--- config.mk ---
export PLATFORM = sky130hd
export DESIGN_NAME = ihp_ram
export DESIGN_NICKNAME = d
export VERILOG_FILES = /design/src/hdl/ihp_ram.sv
export SDC_FILE = /design/constraint.sdc
export NUM_CORES = 2
export LEC_CHECK = 0
export ABC_AREA = 1
export BUFFER_PORTS_ARGS = -buffer_cell sky130_fd_sc_hd__buf_2
export CELL_PAD_IN_SITES_DETAIL_PLACEMENT = 0
export CELL_PAD_IN_SITES_GLOBAL_PLACEMENT = 1
export CORE_MARGIN = 1
export CORE_UTILIZATION = 50
export CTS_CLUSTER_SIZE = 40
export DETAILED_ROUTE_END_ITERATION = 6
export PLACE_DENSITY_LB_ADDON = 0.15
export SLEW_MARGIN = 20
export SYNTH_ARGS = -nofsm -noshare
export SYNTH_HDL_FRONTEND = slang
export SYNTH_SLANG_ARGS = --single-unit
export TNS_END_PERCENT = 20
--- constraint.sdc ---
create_clock -name clk -period 3.1 [get_ports clk]
set_input_delay 0.93 -clock clk [delete_from_list [all_inputs] [get_ports clk]]
set_output_delay 0.93 -clock clk [all_outputs]
set_load 0.01 [all_outputs]
--- src/hdl/ihp_ram.sv ---
module ihp_ram #(
  parameter int DEPTH = 256,
  parameter int WIDTH = 8
) (
  input  logic                     clk,
  input  logic                     we,
  input  logic [$clog2(DEPTH)-1:0] waddr,
  input  logic [WIDTH-1:0]         wdata,
  input  logic [$clog2(DEPTH)-1:0] raddr,
  output logic [WIDTH-1:0]         rdata
);

  logic [WIDTH-1:0] mem [DEPTH];

  // one write and one registered read per cycle
  always_ff @(posedge clk) begin
    if (we) begin
      mem[waddr] <= wdata;
    end
    rdata <= mem[raddr];
  end

endmodule

==> impl_results.md <==
* P_leak at 34.7 nW
* Clk sinks at 2056
* Clk pin slew, worst setup/hold paths at 0.06 ns
* Outcome: complete, but fails checks
* I/O Pins at 34
* Tot Pwr at 58.9 mW
* CTS tree: done
* Sequential share of the synthesized area at 0.739
* Detailed Routing Iterations Pass 1 at 7
* Slew Limit Fails at 0
* Hold-fix buffers at CTS at 0
* Crit. End Element: register
* Final critical-path required period at 2.67 ns
* Post-synth EDFFs at 2048
* Die area at 168000 sq um
* Die width at 410 microns
* WL per Instance at 24.7 microns
* Top-area cell type share of the netlist area at 0.737
* Vias in the first global route at 53.8k
* Mapped Avg Cell Area at 11.9 sq um
* Most used cell, CP: nand3_1
* Worst min path class: in2reg
* Synth cell types at 14
* DRC at 10
* Final setup viols at 0
* Final Hold Viols at 0
* Detailed-placement wirelength estimate at 150000 microns
* CTS Buf Count at 207
* Gr usage total at 0.287
* CORE AREA at 165000 sq um
* Cts repair resizes at 0
* Initial antenna violation count at 11
* Fin crit share at 0.860
* Worst ir drop on vdd at 695 uV
* GRT busiest layer: met2
* Slew headroom at 0.337
* Post-DRT Antenna Nets at 0
* Setup bufs post-CTS at 0
* Share of layout cells above drive strength 1 at 0.128
* RSZ-0062 raised after global routing: false
* Largest net degree at the start of global routing at 105
* Most frequent cell after synthesis: nand2_1
* Synth async-reset ratio at 0
* Clock root buffer: clkbuf_16
* Area Overhead vs Synth at 16.2%
* Vias per cell at 5.78
* Number of port buffers at 33
* Worst slew pin tran at 0.990 ns
* Nets at 7429
* Met1 Use GR at 0.416
* Main flop type after synthesis: edfxtp_1
* CP max-delay cell: nand3_1
* Top post-synthesis cells by area: edfxtp_1, nand3_1, nand2_1, buf_2, nor2_1
* CP max stage delay at 0.33 ns
* Starting DRT DRC Count at 6259
* Row count at 149
* GR Layer Usage met2 at 0.445
* DRT Wirelength at 241000 microns
* Min Hold Slack at 0.413 ns
* Synth top cells by count: nand2_1, edfxtp_1, nand3_1
* Die Height at 410 microns
* GPL Wtd Cong at 0.859
* GR Layer Usage met3 at 0.0472
* Crit path required time at 3.89 ns
* Max Buffers Root-to-Sink at 3
* Pwr/cell area at 607 nW/um^2
* Crit path arrival time at 3.46 ns
* Clock Latency Late Sink at 0.85 ns
* Max-Cap Viols at 0
* GR Overflow Total at 0
* Htree depth at 4
* Post-Syn Nets at 7029
* Crit-path max FO at 38
* Netlist Area Pre-Place at 83400 sq um
* Layout Skew at 0.0239 ns
* Critical-path cell list: buf_8 > inv_16 > buf_12 > buf_12 > nand2_1 > nand3_1 > nand3_1 > nand3_1 > nand3_1 > nand3_1 > nand3_1 > nand2_1 > nand2_1 > nand2_1
* Failing checks: design-rule violations
* Yosys warns at 0
* First-pass GRT wire length at 355000 microns
* TNS Setup at 0 ns
* Post-synth top area cell: edfxtp_1
* Crit Path Class: in2reg
* Startpoint types: input port
* Vias at 56.5k
* Number of synthesized register bits at 2056
* Synth Instances at 7003
* Initial Util at 0.504
* Fmax at 375 MHz
-- layout by cell type, fill, tap and decap left out --
master | Yosys | routed
buf_4 | 46 | 515
clkinv_4 | 0 | 3
buf_6 | 16 | 1
clkinv_2 | 0 | 32
clkbuf_16 | 0 | 209
inv_2 | 2 | 1
inv_4 | 1 | 1
inv_16 | 0 | 1
clkinv_8 | 0 | 6
buf_12 | 0 | 127
clkbuf_1 | 112 | 49
buf_8 | 1 | 11
diode_2 | 0 | 1
inv_6 | 0 | 8
buf_2 | 268 | 20
clkinvlp_4 | 0 | 8
clkinv_1 | 0 | 45
clkbuf_8 | 0 | 8
bufinv_16 | 0 | 14
inv_1 | 36 | 34
nand3_1 | 2019 | 2019
nor2_1 | 283 | 283
nand2_1 | 2123 | 2117
dfxtp_1 | 8 | 8
nand2_2 | 0 | 6
edfxtp_1 | 2048 | 2048
inv_8 | 0 | 2
-- flip-flops by register name (all words and copies together), names as in the netlist --
register / cells
mem: 2048
rdata: 8
-- stage by stage --
stage,std cells,util,worst slack [ns],cell area (sq um)
3_5_place_dp,9383,0.547,-0.381,90400
6_report,9766,0.586,0.435,96900
2_1_floorplan,7003,-,0.679,83400
5_1_grt,9765,0.586,0.408,96900
4_1_cts,9765,0.586,0.500,96900
3_3_place_gp,9383,0.547,-0.322,90400
-- worst paths after layout --
| check | slack [ns] | from | cells after the start | to |
|---|---|---|---|---|
| hold reg to reg | 0.98 | mem[68][0] | 10 | rdata[0] |
| setup / recovery | 0.43 | raddr[0] | 14 | rdata[3] |
| hold / removal | 0.41 | wdata[1] | 1 | mem[98][1] |
| setup reg to reg | 1.07 | mem[188][3] | 10 | rdata[3] |
-- area by class of cell --
class | count | area, sq um
clock inverters | 116 | 1000
diodes | 1 | 2.50
flip-flops and latches | 2056 | 61700
well taps | 2189 | 2740
inverters | 39 | 180
fillers | 13357 | 68400
multi-input cells | 4425 | 19200
clock buffers | 266 | 5520
repair buffers | 674 | 6690
-- worst max-delay path: cells and delay by family --
| kind | cells | cell delay (ns) |
|---|---|---|
| AND/OR/NAND/NOR | 10 | 1.68 |
| buffers and inverters | 4 | 0.76 |
-- report_power, final --
part           internal [mW]  switching, mW  total [mW]
Clock                   13.7           10.5        24.3
Combinational           1.16           2.81        3.97
Sequential              30.6         0.0358        30.7
-- per-layer routing --
metal | vias up | part of all wire
met3 | 385 | 0.083
met4 | 4 | 0.030
li1 | 25684 | -
met2 | 2367 | 0.46
met5 | - | 0.00010
met1 | 28017 | 0.43
-- logic make-up after synthesis --
| logic type | Yosys count | share of synthesized area |
|---|---|---|
| buf+inv | 522 | 0.0312 |
| simple gates | 4425 | 0.229 |
| flops | 2056 | 0.739 |
Note: power is estimated with default switching activity, not from simulation.
